--- src/sv/assert_macros.svh ---
// Assertion macros shared by the chunk pool RTL.
// Every macro samples on aclk and is disabled while aresetn is low.
`ifndef ASSERT_MACROS_SVH
`define ASSERT_MACROS_SVH

// Concurrent assertion that is checked at every clock edge outside reset.
`define ASSERT_ALWAYS(label, expr, msg) \
    label: assert property (@(posedge aclk) disable iff (!aresetn) (expr)) else $error(msg);

// Concurrent assertion of an implication (use |-> or |=> inside prop).
`define ASSERT_IMPLY(label, ante, cons, msg) \
    label: assert property (@(posedge aclk) disable iff (!aresetn) (ante) cons) else $error(msg);

`endif

--- src/sv/fcfl_pkg.sv ---
`timescale 1ns / 1ps
// Shared types and constants of the fixed chunk free list allocator.
// Used by fcfl_store and fixed_chunk_free_list_allocator_core; depends on nothing.
package fcfl_pkg;

    // Result status codes.
    localparam logic [2:0] ST_OK        = 3'd0;
    localparam logic [2:0] ST_TOO_LARGE = 3'd1;
    localparam logic [2:0] ST_EMPTY     = 3'd2;
    localparam logic [2:0] ST_OUTSIDE   = 3'd3;
    localparam logic [2:0] ST_NOT_ALLOC = 3'd4;

    // Request kinds carried on s_tuser.
    localparam logic REQ_ALLOC   = 1'b0;
    localparam logic REQ_RELEASE = 1'b1;

    // Configuration port.
    localparam int          CFG_ADDR_W        = 3;
    localparam logic        REG_CHUNK_DATA    = 1'b0;  // word index of chunk_data_bytes
    localparam logic [15:0] CHUNK_DATA_RESET  = 16'd496;

    // Commands from the control logic to the state memories.
    typedef struct packed {
        logic rd_en;     // read both memories at their read addresses
        logic use_we;    // write the in-use flag memory
        logic use_wbit;  // flag value to write
        logic link_we;   // write the link memory
    } fcfl_mem_cmd_t;

    // Status returned by the state memories.
    typedef struct packed {
        logic init_busy; // clearing pass after reset still running
    } fcfl_mem_status_t;

endpackage

--- src/sv/fcfl_store.sv ---
`timescale 1ns / 1ps
// State memories of the chunk pool: the in-use flags and the free-list links.
// Depends on fcfl_pkg for the command and status structs.
module fcfl_store #(
    parameter int NUM_CHUNKS = 256,
    parameter int IDX_W      = 8
) (
    input  logic                     aclk,
    input  logic                     aresetn,
    input  fcfl_pkg::fcfl_mem_cmd_t  cmd,
    input  logic [IDX_W-1:0]         use_raddr,
    input  logic [IDX_W-1:0]         link_raddr,
    input  logic [IDX_W-1:0]         use_waddr,
    input  logic [IDX_W-1:0]         link_waddr,
    input  logic [IDX_W-1:0]         link_wdata,
    output logic                     use_rdata,
    output logic [IDX_W-1:0]         link_rdata,
    output fcfl_pkg::fcfl_mem_status_t status
);

    localparam logic [IDX_W-1:0] LAST_IDX = IDX_W'(NUM_CHUNKS - 1);

    logic             use_mem  [NUM_CHUNKS];
    logic [IDX_W-1:0] link_mem [NUM_CHUNKS];

    logic             init_busy_reg, init_busy_next;
    logic [IDX_W-1:0] init_cnt_reg, init_cnt_next;

    logic             use_we_mux, use_wbit_mux, link_we_mux;
    logic [IDX_W-1:0] use_waddr_mux, link_waddr_mux, link_wdata_mux;
    logic             use_rdata_reg;
    logic [IDX_W-1:0] link_rdata_reg;

    // The clearing pass walks every entry once: flag cleared, link to the next entry, the last one to entry 0.
    always_comb begin
        init_busy_next = init_busy_reg;
        init_cnt_next  = init_cnt_reg;
        if (init_busy_reg) begin
            init_cnt_next = init_cnt_reg + 1'b1;
            if (init_cnt_reg == LAST_IDX) begin
                init_busy_next = 1'b0;
            end
        end
    end

    always_ff @(posedge aclk) begin
        if (!aresetn) begin
            init_busy_reg <= 1'b1;
            init_cnt_reg  <= '0;
        end else begin
            init_busy_reg <= init_busy_next;
            init_cnt_reg  <= init_cnt_next;
        end
    end

    always_comb begin
        if (init_busy_reg) begin
            use_we_mux     = 1'b1;
            use_wbit_mux   = 1'b0;
            use_waddr_mux  = init_cnt_reg;
            link_we_mux    = 1'b1;
            link_waddr_mux = init_cnt_reg;
            link_wdata_mux = (init_cnt_reg == LAST_IDX) ? '0 : init_cnt_reg + 1'b1;
        end else begin
            use_we_mux     = cmd.use_we;
            use_wbit_mux   = cmd.use_wbit;
            use_waddr_mux  = use_waddr;
            link_we_mux    = cmd.link_we;
            link_waddr_mux = link_waddr;
            link_wdata_mux = link_wdata;
        end
    end

    always_ff @(posedge aclk) begin
        if (use_we_mux) begin
            use_mem[use_waddr_mux] <= use_wbit_mux;
        end
        if (cmd.rd_en) begin
            use_rdata_reg <= use_mem[use_raddr];
        end
    end

    always_ff @(posedge aclk) begin
        if (link_we_mux) begin
            link_mem[link_waddr_mux] <= link_wdata_mux;
        end
        if (cmd.rd_en) begin
            link_rdata_reg <= link_mem[link_raddr];
        end
    end

    assign use_rdata        = use_rdata_reg;
    assign link_rdata       = link_rdata_reg;
    assign status.init_busy = init_busy_reg;

endmodule

--- src/sv/fixed_chunk_free_list_allocator_core.sv ---
`timescale 1ns / 1ps
// Fixed-size chunk pool allocator: top level with the request control and the APB register.
// Depends on fcfl_pkg, fcfl_store and assert_macros.svh.
//
// This block manages a pool of NUM_CHUNKS equal chunks with a first-in-first-out
// free list. A word on the slave stream is one request: s_tuser selects allocate
// or release, and each request produces exactly one result word on the master
// stream carrying the granted chunk index, a status code and the free and busy
// counts after the request. Allocation grants the chunk at the head of the free
// list unless the byte count exceeds chunk_data_bytes or no chunk is free;
// release appends an in-use chunk to the tail of the free list. In the accept
// cycle of a request the in-use flag and link memories are read, and in the
// next cycle their registered read data returns. When the output register is
// free, the memories are written back and the result is loaded into it. Only
// then is a new request taken, so a request is not accepted before the last
// one is through; the wait is longer while a result waits on m_tready with the
// next request already loaded. After reset a clearing pass over all NUM_CHUNKS
// entries initializes both memories; s_tready stays low during it, while register
// writes on the APB port are taken at any time.
`include "assert_macros.svh"

module fixed_chunk_free_list_allocator_core #(
    parameter int NUM_CHUNKS = 256
) (
    input  logic                            aclk,
    input  logic                            aresetn,
    // Request stream.
    input  logic                            s_tvalid,
    output logic                            s_tready,
    input  logic [31:0]                     s_tdata,  // request_bytes[15:0], release_chunk[24:16], zero
    input  logic [0:0]                      s_tuser,  // req_type[0]
    // Result stream.
    output logic                            m_tvalid,
    input  logic                            m_tready,
    output logic [31:0]                     m_tdata,  // chunk_index[7:0], status[10:8],
                                                      // free_chunks[19:11], busy_chunks[28:20], zero
    // Register port.
    input  logic                            psel,
    input  logic                            penable,
    input  logic                            pwrite,
    input  logic [fcfl_pkg::CFG_ADDR_W-1:0] paddr,
    input  logic [31:0]                     pwdata,
    output logic [31:0]                     prdata,
    output logic                            pready
);

    localparam int IDX_W = (NUM_CHUNKS > 1) ? $clog2(NUM_CHUNKS) : 1;
    localparam int CNT_W = $clog2(NUM_CHUNKS + 1);

    // Control states.
    localparam logic ST_IDLE = 1'b0;
    localparam logic ST_EXEC = 1'b1;

    logic state_reg, state_next;

    // Request held during execution.
    logic        req_type_reg;
    logic [15:0] req_bytes_reg;
    logic [8:0]  req_rel_reg;

    // Free-list pointers and counts.
    logic [IDX_W-1:0] head_reg, head_next;
    logic [IDX_W-1:0] tail_reg, tail_next;
    logic [CNT_W-1:0] free_cnt_reg, free_cnt_next;
    logic [CNT_W-1:0] busy_cnt_reg, busy_cnt_next;

    // Configuration register.
    logic [15:0] chunk_data_reg;

    // Output register.
    logic        m_valid_reg, m_valid_next;
    logic [7:0]  out_idx_reg, out_idx_next;
    logic [2:0]  out_status_reg, out_status_next;
    logic [8:0]  out_free_reg, out_free_next;
    logic [8:0]  out_busy_reg, out_busy_next;

    // Memory interface.
    fcfl_pkg::fcfl_mem_cmd_t    mem_cmd;
    fcfl_pkg::fcfl_mem_status_t mem_status;
    logic                       use_rdata;
    logic [IDX_W-1:0]           link_rdata;
    logic [IDX_W-1:0]           rel_idx;

    logic s_accept, commit, grant_ok, release_ok, rel_outside;

    // ------------------------------------------------------------------
    // Register port. Writes land when the access phase completes; pready
    // is tied high so every access finishes without wait states.
    // ------------------------------------------------------------------
    assign pready = 1'b1;

    always_ff @(posedge aclk) begin
        if (!aresetn) begin
            chunk_data_reg <= fcfl_pkg::CHUNK_DATA_RESET;
        end else if (psel && penable && pwrite && pready &&
                     (paddr[2] == fcfl_pkg::REG_CHUNK_DATA)) begin
            chunk_data_reg <= pwdata[15:0];
        end
    end

    assign prdata = (paddr[2] == fcfl_pkg::REG_CHUNK_DATA) ? {16'h0000, chunk_data_reg} : '0;

    // ------------------------------------------------------------------
    // Handshakes. A request is taken only in the idle state and outside the clearing
    // pass; the result of the previous one may still be waiting in the output register.
    // ------------------------------------------------------------------
    assign s_tready = (state_reg == ST_IDLE) && !mem_status.init_busy;
    assign s_accept = s_tvalid && s_tready;
    assign commit   = (state_reg == ST_EXEC) && (!m_valid_reg || m_tready);

    assign rel_idx     = IDX_W'(req_rel_reg);
    assign rel_outside = 32'(req_rel_reg) >= 32'(NUM_CHUNKS);

    // Both outcomes that change the pool; a release also checks the registered in-use flag.
    assign grant_ok   = (req_type_reg == fcfl_pkg::REQ_ALLOC) &&
                        (req_bytes_reg <= chunk_data_reg) && (free_cnt_reg != '0);
    assign release_ok = (req_type_reg == fcfl_pkg::REQ_RELEASE) && !rel_outside && use_rdata;

    // The read addresses come straight from the incoming word and the current
    // head, so the read data is ready in the execute cycle. Writes from one
    // request finish before the next request can issue its reads.
    always_comb begin
        mem_cmd.rd_en    = s_accept;
        mem_cmd.use_we   = commit && (grant_ok || release_ok);
        mem_cmd.use_wbit = grant_ok;
        mem_cmd.link_we  = commit && release_ok && (free_cnt_reg != '0);
    end

    fcfl_store #(
        .NUM_CHUNKS (NUM_CHUNKS),
        .IDX_W      (IDX_W)
    ) u_store (
        .aclk       (aclk),
        .aresetn    (aresetn),
        .cmd        (mem_cmd),
        .use_raddr  (IDX_W'(s_tdata[24:16])),
        .link_raddr (head_reg),
        .use_waddr  (grant_ok ? head_reg : rel_idx),
        .link_waddr (tail_reg),
        .link_wdata (rel_idx),
        .use_rdata  (use_rdata),
        .link_rdata (link_rdata),
        .status     (mem_status)
    );

    // ------------------------------------------------------------------
    // Execute step: update the pointers and counts and build the result.
    // ------------------------------------------------------------------
    always_comb begin
        state_next      = state_reg;
        head_next       = head_reg;
        tail_next       = tail_reg;
        free_cnt_next   = free_cnt_reg;
        busy_cnt_next   = busy_cnt_reg;
        m_valid_next    = m_valid_reg && !m_tready;
        out_idx_next    = out_idx_reg;
        out_status_next = out_status_reg;
        out_free_next   = out_free_reg;
        out_busy_next   = out_busy_reg;

        if (s_accept) begin
            state_next = ST_EXEC;
        end

        if (commit) begin
            state_next   = ST_IDLE;
            m_valid_next = 1'b1;
            out_idx_next = 8'h00;

            if (req_type_reg == fcfl_pkg::REQ_ALLOC) begin
                priority if (req_bytes_reg > chunk_data_reg) begin
                    out_status_next = fcfl_pkg::ST_TOO_LARGE;
                end else if (free_cnt_reg == '0) begin
                    out_status_next = fcfl_pkg::ST_EMPTY;
                end else begin
                    out_status_next = fcfl_pkg::ST_OK;
                    out_idx_next    = 8'(head_reg);
                    head_next       = link_rdata;
                    free_cnt_next   = free_cnt_reg - 1'b1;
                    busy_cnt_next   = busy_cnt_reg + 1'b1;
                end
            end else begin
                priority if (rel_outside) begin
                    out_status_next = fcfl_pkg::ST_OUTSIDE;
                end else if (!use_rdata) begin
                    out_status_next = fcfl_pkg::ST_NOT_ALLOC;
                end else begin
                    out_status_next = fcfl_pkg::ST_OK;
                    // With an empty list the released chunk becomes the head too.
                    if (free_cnt_reg == '0) begin
                        head_next = rel_idx;
                    end
                    tail_next     = rel_idx;
                    free_cnt_next = free_cnt_reg + 1'b1;
                    if (busy_cnt_reg != '0) begin
                        busy_cnt_next = busy_cnt_reg - 1'b1;
                    end
                end
            end

            out_free_next = 9'(free_cnt_next);
            out_busy_next = 9'(busy_cnt_next);
        end
    end

    always_ff @(posedge aclk) begin
        if (!aresetn) begin
            state_reg    <= ST_IDLE;
            head_reg     <= '0;
            tail_reg     <= IDX_W'(NUM_CHUNKS - 1);
            free_cnt_reg <= CNT_W'(NUM_CHUNKS);
            busy_cnt_reg <= '0;
            m_valid_reg  <= 1'b0;
        end else begin
            state_reg    <= state_next;
            head_reg     <= head_next;
            tail_reg     <= tail_next;
            free_cnt_reg <= free_cnt_next;
            busy_cnt_reg <= busy_cnt_next;
            m_valid_reg  <= m_valid_next;
        end
    end

    always_ff @(posedge aclk) begin
        if (s_accept) begin
            req_type_reg  <= s_tuser[0];
            req_bytes_reg <= s_tdata[15:0];
            req_rel_reg   <= s_tdata[24:16];
        end
        out_idx_reg    <= out_idx_next;
        out_status_reg <= out_status_next;
        out_free_reg   <= out_free_next;
        out_busy_reg   <= out_busy_next;
    end

    assign m_tvalid = m_valid_reg;
    assign m_tdata  = {3'b000, out_busy_reg, out_free_reg, out_status_reg, out_idx_reg};

    // ------------------------------------------------------------------
    // Assertions.
    // ------------------------------------------------------------------
    `ASSERT_ALWAYS(a_count_sum, (32'(free_cnt_reg) + 32'(busy_cnt_reg)) == 32'(NUM_CHUNKS), "free and busy counts do not add up to the pool size")
    `ASSERT_IMPLY(a_accept_exec, s_accept, |=> (state_reg == ST_EXEC) && m_valid_reg == $past(m_valid_reg && !m_tready), "accepted request did not enter execution")
    `ASSERT_IMPLY(a_grant_count, commit && grant_ok, |=> free_cnt_reg == $past(free_cnt_reg) - 1'b1, "grant did not take one chunk off the free count")
    `ASSERT_IMPLY(a_no_accept_init, mem_status.init_busy, |-> !s_tready, "request taken during the clearing pass")

endmodule
--- config.mk ---
export PLATFORM = sky130hd
export DESIGN_NAME = fixed_chunk_free_list_allocator_core
export DESIGN_NICKNAME = d
export VERILOG_FILES = /design/src/sv/fcfl_pkg.sv /design/src/sv/fcfl_store.sv /design/src/sv/fixed_chunk_free_list_allocator_core.sv
export VERILOG_INCLUDE_DIRS = /design/src /design/src/sv
export SDC_FILE = /design/constraint.sdc
export NUM_CORES = 2
export LEC_CHECK = 0
export BUFFER_PORTS_ARGS = -buffer_cell sky130_fd_sc_hd__buf_2
export CAP_MARGIN = 25
export CELL_PAD_IN_SITES_DETAIL_PLACEMENT = 0
export CELL_PAD_IN_SITES_GLOBAL_PLACEMENT = 1
export CORE_MARGIN = 1.5
export CORE_UTILIZATION = 50
export DETAILED_ROUTE_END_ITERATION = 7
export MAX_ROUTING_LAYER = met4
export PLACE_DENSITY_LB_ADDON = 0.1
export SLEW_MARGIN = 10
export SYNTH_ARGS = -nofsm -noshare
export SYNTH_HDL_FRONTEND = slang
export SYNTH_SLANG_ARGS = --single-unit
--- constraint.sdc ---
create_clock -name aclk -period 30.8 [get_ports aclk]
set_clock_uncertainty 0.2 [all_clocks]
set_input_delay 6.16 -clock aclk [delete_from_list [all_inputs] [get_ports aclk]]
set_output_delay 6.16 -clock aclk [all_outputs]
set_load 0.01 [all_outputs]
# After elaboration in Yosys (flattened, before gate mapping)

Memory sizes are Yosys's and may differ from the RTL's. A register that Yosys moved wholly into a read port is not among the register bits.
Cells that the tools add are included.
W data, S select, Z words.

Bitwise logic cells: 5
Muxes and demuxes: 38
Order comparisons: 3
Reduce and logical (&&, ||, !) cells: 27
$add $sub $neg: 5
Equality and inequality tests: 6

Operator list:

| kind                  | number |
|---|---|
| $mux W9               | 11 |
| $mux W8               | 11 |
| $add A9 B1 Y9 const B | 2 |
| $reduce_bool A9 Y1    | 2 |
| $sub A9 B1 Y9 const B | 2 |
| $gt A16 B16 Y1        | 1 |
| $le A16 B16 Y1        | 1 |
| $mux W16              | 1 |
| $logic_and A1 B1 Y1   | 14 |
| $mux W1               | 10 |
| $ge A9 B9 Y1 const B  | 1 |
| $logic_not A9 Y1      | 1 |
| $mux W3               | 3 |
| $add A8 B1 Y8 const B | 1 |
| $eq A8 B8 Y1 const B  | 1 |
| $ne A2 B2 Y1 const B  | 3 |
| $reduce_and A6 Y1     | 1 |
| $not A1 Y1            | 5 |
| $logic_not A1 Y1      | 4 |
| $mux W2               | 2 |
| $ne A2 B1 Y1 const B  | 2 |
| $reduce_and A4 Y1     | 1 |
| $reduce_or A3 Y1      | 1 |
| $logic_or A1 B1 Y1    | 2 |
| $reduce_or A2 Y1      | 1 |

Logic and storage cells: 102
Memories: 2
Flip-flop bits (word level): 116
Output and inout bits: 67
RAM bits: 2304

Memory list:

| memory           | depth | width | read ports | clocked after Yosys merged registers in | write ports | RTL line         | RTL |
|---|---|---|---|---|---|---|---|
| u_store.link_mem | 256   | 8     | 1          | 1                                       | 1           | fcfl_store.sv:24 | `logic [IDX_W-1:0] link_mem [NUM_CHUNKS];` |
| u_store.use_mem  | 256   | 1     | 1          | 1                                       | 1           | fcfl_store.sv:23 | `logic use_mem [NUM_CHUNKS];` |

# Logic depth before layout (Yosys ltp)

Word-level depth: 9
Mapped depth: 13
Gate-level depth less buffers: 10

# By module

Synthesis repeated with hierarchy kept, for this count alone.

Cell total of the unflattened synthesis: 5215
Area total of the unflattened synthesis: 97235.8 µm²

Modules (own cells, without submodules):

| module                               | times used | cells an instance | seq. area each (µm²) | area an instance (µm²) |
|---|---|---|---|---|
| fcfl_store                           | 1          | 4664              | 69636.8              | 91891.9 |
| fixed_chunk_free_list_allocator_core | 1          | 551               | 2692.6               | 5343.9 |

# Worst setup path before layout

OpenSTA, ideal clock, no wires.

Path kind: reg2reg
Start: register u_store.init_busy_reg (netlist: u_store.status)
End: memory u_store.link_mem[0][1], data pin
Cell stages (with the launch flop): 7
Arrival time: 11.643 ns
Path buffers: 4
Path slack: 16.770 ns
Path through: dfxtp_1 clkbuf_1 buf_1 clkbuf_1 clkbuf_1 nand2_1 o21ai_0

Cells in the longest elaborated chain, start to end: 1

RTL lines:

| what                                | RTL line         | RTL |
|---|---|---|
| start: declaration                  | fcfl_store.sv:26 | `logic init_busy_reg, init_busy_next;` |
| start signal: assignment            | fcfl_store.sv:51 | `init_busy_reg <= init_busy_next;` |
| $mux W8                             | fcfl_store.sv:57 | `if (init_busy_reg) begin` |
| named net u_store.link_wdata_mux[1] | fcfl_store.sv:30 | `logic [IDX_W-1:0] use_waddr_mux, link_waddr_mux, link_wdata_mux;` |
| end: declaration                    | fcfl_store.sv:24 |  |

The timed path passes the listed nets, and every way through them passes these cells.

# Worst setup path after layout

Start: input port paddr[2] (netlist name)
End: output port prdata[8]

Cells in the longest elaborated chain, start to end: 1

RTL lines:

| what               | RTL line                                    | RTL |
|---|---|---|
| start: declaration | fixed_chunk_free_list_allocator_core.sv:41  | `input logic [fcfl_pkg::CFG_ADDR_W-1:0] paddr,` |
| $mux W16           | fixed_chunk_free_list_allocator_core.sv:101 | `assign prdata = (paddr[2] == fcfl_pkg::REG_CHUNK_DATA) ? {16'h0000, chunk_data_reg} : '0;` |
| end: declaration   | fixed_chunk_free_list_allocator_core.sv:43  | `output logic [31:0] prdata,` |

Every way passes these cells.

==> flow_summary.yaml <==
outcome:
  status: "complete, no violations"
cts:
  clock_sinks: 2429
  htree_num_levels: 5
  tritoncts: "done"
  numCtsBuffers: 276
  cts_resized: 0
  hold_buffers: 0
  cts_root_buf: "clkbuf_16"
  path_clk_slew_ps: 50
  clock_latency_ps: 920
  clockBufferDepth: 4
  cts_setup_buffers: 0
setup_path:
  worst_setup_path_start_kind: "primary input"
  critPathKind: "primary input to output pin"
  crit_arrival_ps: 6640
  worst-path-max-fanout: 18
  reg2reg_slack_ps: 24380
  critPathCaptureType: "output pin"
  critPathRequiredTime_ps: 24440
final_layout:
  drive_gt1_share_pct: 28.2
  nFillCells: 14400
  layout_commonest_cell: "edfxtp_1"
  layout_common_cells: "edfxtp_1, mux4_2, nor2_1"
  top_register: "u_store.link_mem"
  synthToLayoutAreaGrowth_pct: 11.8
  reg.largest.list: "u_store.link_mem (2048), u_store.use_mem (256)"
  finalNetCount: 4856
  largest_reg_flops: 2048
sta:
  hold_viol: 0
  report.final.slew_viol_count: 0
  finalSetupTns_ps: 0
  layout_worst_path_cycle_share_pct: 42.2
  holdWs_ps: 256
  rsz0062_at_grt: "no"
  finalSetupViolations: 0
  tightestPinTransition_ps: 1240
  period_minus_slack_ps: 13000
  slew_headroom_pct: 17.1
  fmax_mhz: 76.9
floorplan:
  dieArea_sq_mm: 0.197
  num_rows: 161
  core_area_sq_mm: 0.193
  start_util_pct: 50.4
  ioPinCount: 142
  die_w_um: 444
  die_h_um: 444
global_route:
  overflow: 0
  grt_max_degree: 225
  antenna_found_initial: 6
  grt_pass1_vias: 46500
  grt_usage_pct: 23.5
  grt_pass1_wl_mm: 326
yosys:
  syn_inst: 4613
  seq_area_frac_synth_pct: 74.4
  ys.flop_type: "edfxtp_1"
  syn_area_per_cell_sq_um: 21.1
  synth_warnings: 0
  synth-edff-count: 2368
  ys_ff_latch: 2429
  syn_area_sq_mm: 0.0972
  ys_async_sr_fraction_pct: 0
  synth_cell_type_count: 73
routing:
  vias: 45800
  firstDrtPassIters: 5
  via_per_inst: 6.13
  drt_iter0_drc: 4424
  drc: 0
  antenna_left: 0
  wl_per_cell_um: 29.9
  wirelength_mm: 223
pwr:
  internal_power_mw: 5.43
  seqPwrFrac_pct: 53.4
  power_leakage_nw: 33.4
  power.density_mw_per_mm2: 62.4
  sw_frac_of_total_pct: 19.9
  combPwrFrac_pct: 1.7
  ir_drop_mv: 0.0522
  clkPwrFrac_pct: 44.8
  power.switching_mw: 1.35
flow_run:
  drv_cap: 0
placement:
  routabilityCongestion: 0.789
  place_hpwl_mm: 127
  io_buffer_count: 96
hold_path:
  hold_path_class: "flip-flop to flip-flop"
-- kinds of logic after synthesis --
group | count (synthesis) | share of synthesized area (%)
flops | 2429 | 74.4
simple gates | 818 | 4.31
mux | 767 | 17.6
buf+inv | 380 | 1.78
compound gates | 167 | 1.30
xor+xnor | 29 | 0.261
fa+ha+maj | 21 | 0.270
other cells | 2 | 0.00773
-- stage by stage --
step | cells | power, mW | util [%] | setup WS [ps] | cell area, sq um
final | 7470 | 6.78 | 56.4 | 17800 | 109000
after global routing | 7467 | 6.97 | 56.4 | 17730 | 109000
after CTS | 7457 | 6.84 | 56.3 | 17790 | 108000
after detailed placement | 7000 | 3.81 | 52.0 | 17790 | 100000
after global placement | 6999 | 3.81 | 52.0 | 17800 | 100000
after floorplan | 4631 | 3.78 | - | 16770 | 97200
-- worst max-delay path, stage by stage --
cell and delay (ps):
buf_2 250, nor2_1 70, buf_2 150
-- Yosys cell counts, types with 17 or more instances --
| cell | n | area share, % |
|---|---|---|
| buf_2 | 109 | 0.56 |
| nor3_1 | 220 | 1.1 |
| dfxtp_1 | 61 | 1.3 |
| nor4_2 | 24 | 0.31 |
| buf_1 | 43 | 0.17 |
| o211ai_1 | 17 | 0.13 |
| nand2_1 | 120 | 0.46 |
| nand3_1 | 27 | 0.14 |
| buf_4 | 32 | 0.25 |
| inv_1 | 44 | 0.17 |
| clkbuf_1 | 145 | 0.56 |
| edfxtp_1 | 2368 | 73 |
| o21ai_0 | 24 | 0.12 |
| a21oi_1 | 39 | 0.20 |
| xnor2_1 | 22 | 0.20 |
| a22oi_1 | 18 | 0.14 |
| nor2_1 | 317 | 1.2 |
| ha_1 | 21 | 0.27 |
| mux4_2 | 757 | 18 |
-- power by group through the flow --
stage / clock network (mW) / logic (mW) / registers [mW]
after floorplan: 0 / 0.0633 / 3.71
after global placement: 0 / 0.117 / 3.69
after detailed placement: 0 / 0.121 / 3.69
after CTS: 3.09 / 0.121 / 3.62
after global routing: 3.22 / 0.127 / 3.62
final: 3.04 / 0.118 / 3.62
-- area by class of cell --
cell class              count  area [sq um]  area share, %
repair buffers            186          1370           1.26
inverters                  45           169          0.155
diodes                      5          12.5         0.0115
multi-input cells        1822         23300           21.5
flip-flops and latches   2429         72300           66.6
clock buffers             351          7410           6.82
well taps                2526          3160           2.91
clock inverters           106           823          0.758
-- final timing paths --
kind,start,to,cells after the start
max,paddr[2],prdata[8],3
min,chunk_data_reg[11],chunk_data_reg[11],2
max reg2reg,head_reg[1],u_store.link_rdata[2],9
min reg2reg,chunk_data_reg[11],chunk_data_reg[11],2
-- per-layer routing --
metal	GRT usage (%)	wire [um]	vias up
li1	-	-	19500
met1	33.3	96000	24500
met2	36.5	109000	1457
met3	3.60	13700	316
met4	5.26	4450	0
met5	-	0	-
(Power assumes the default switching activity.)
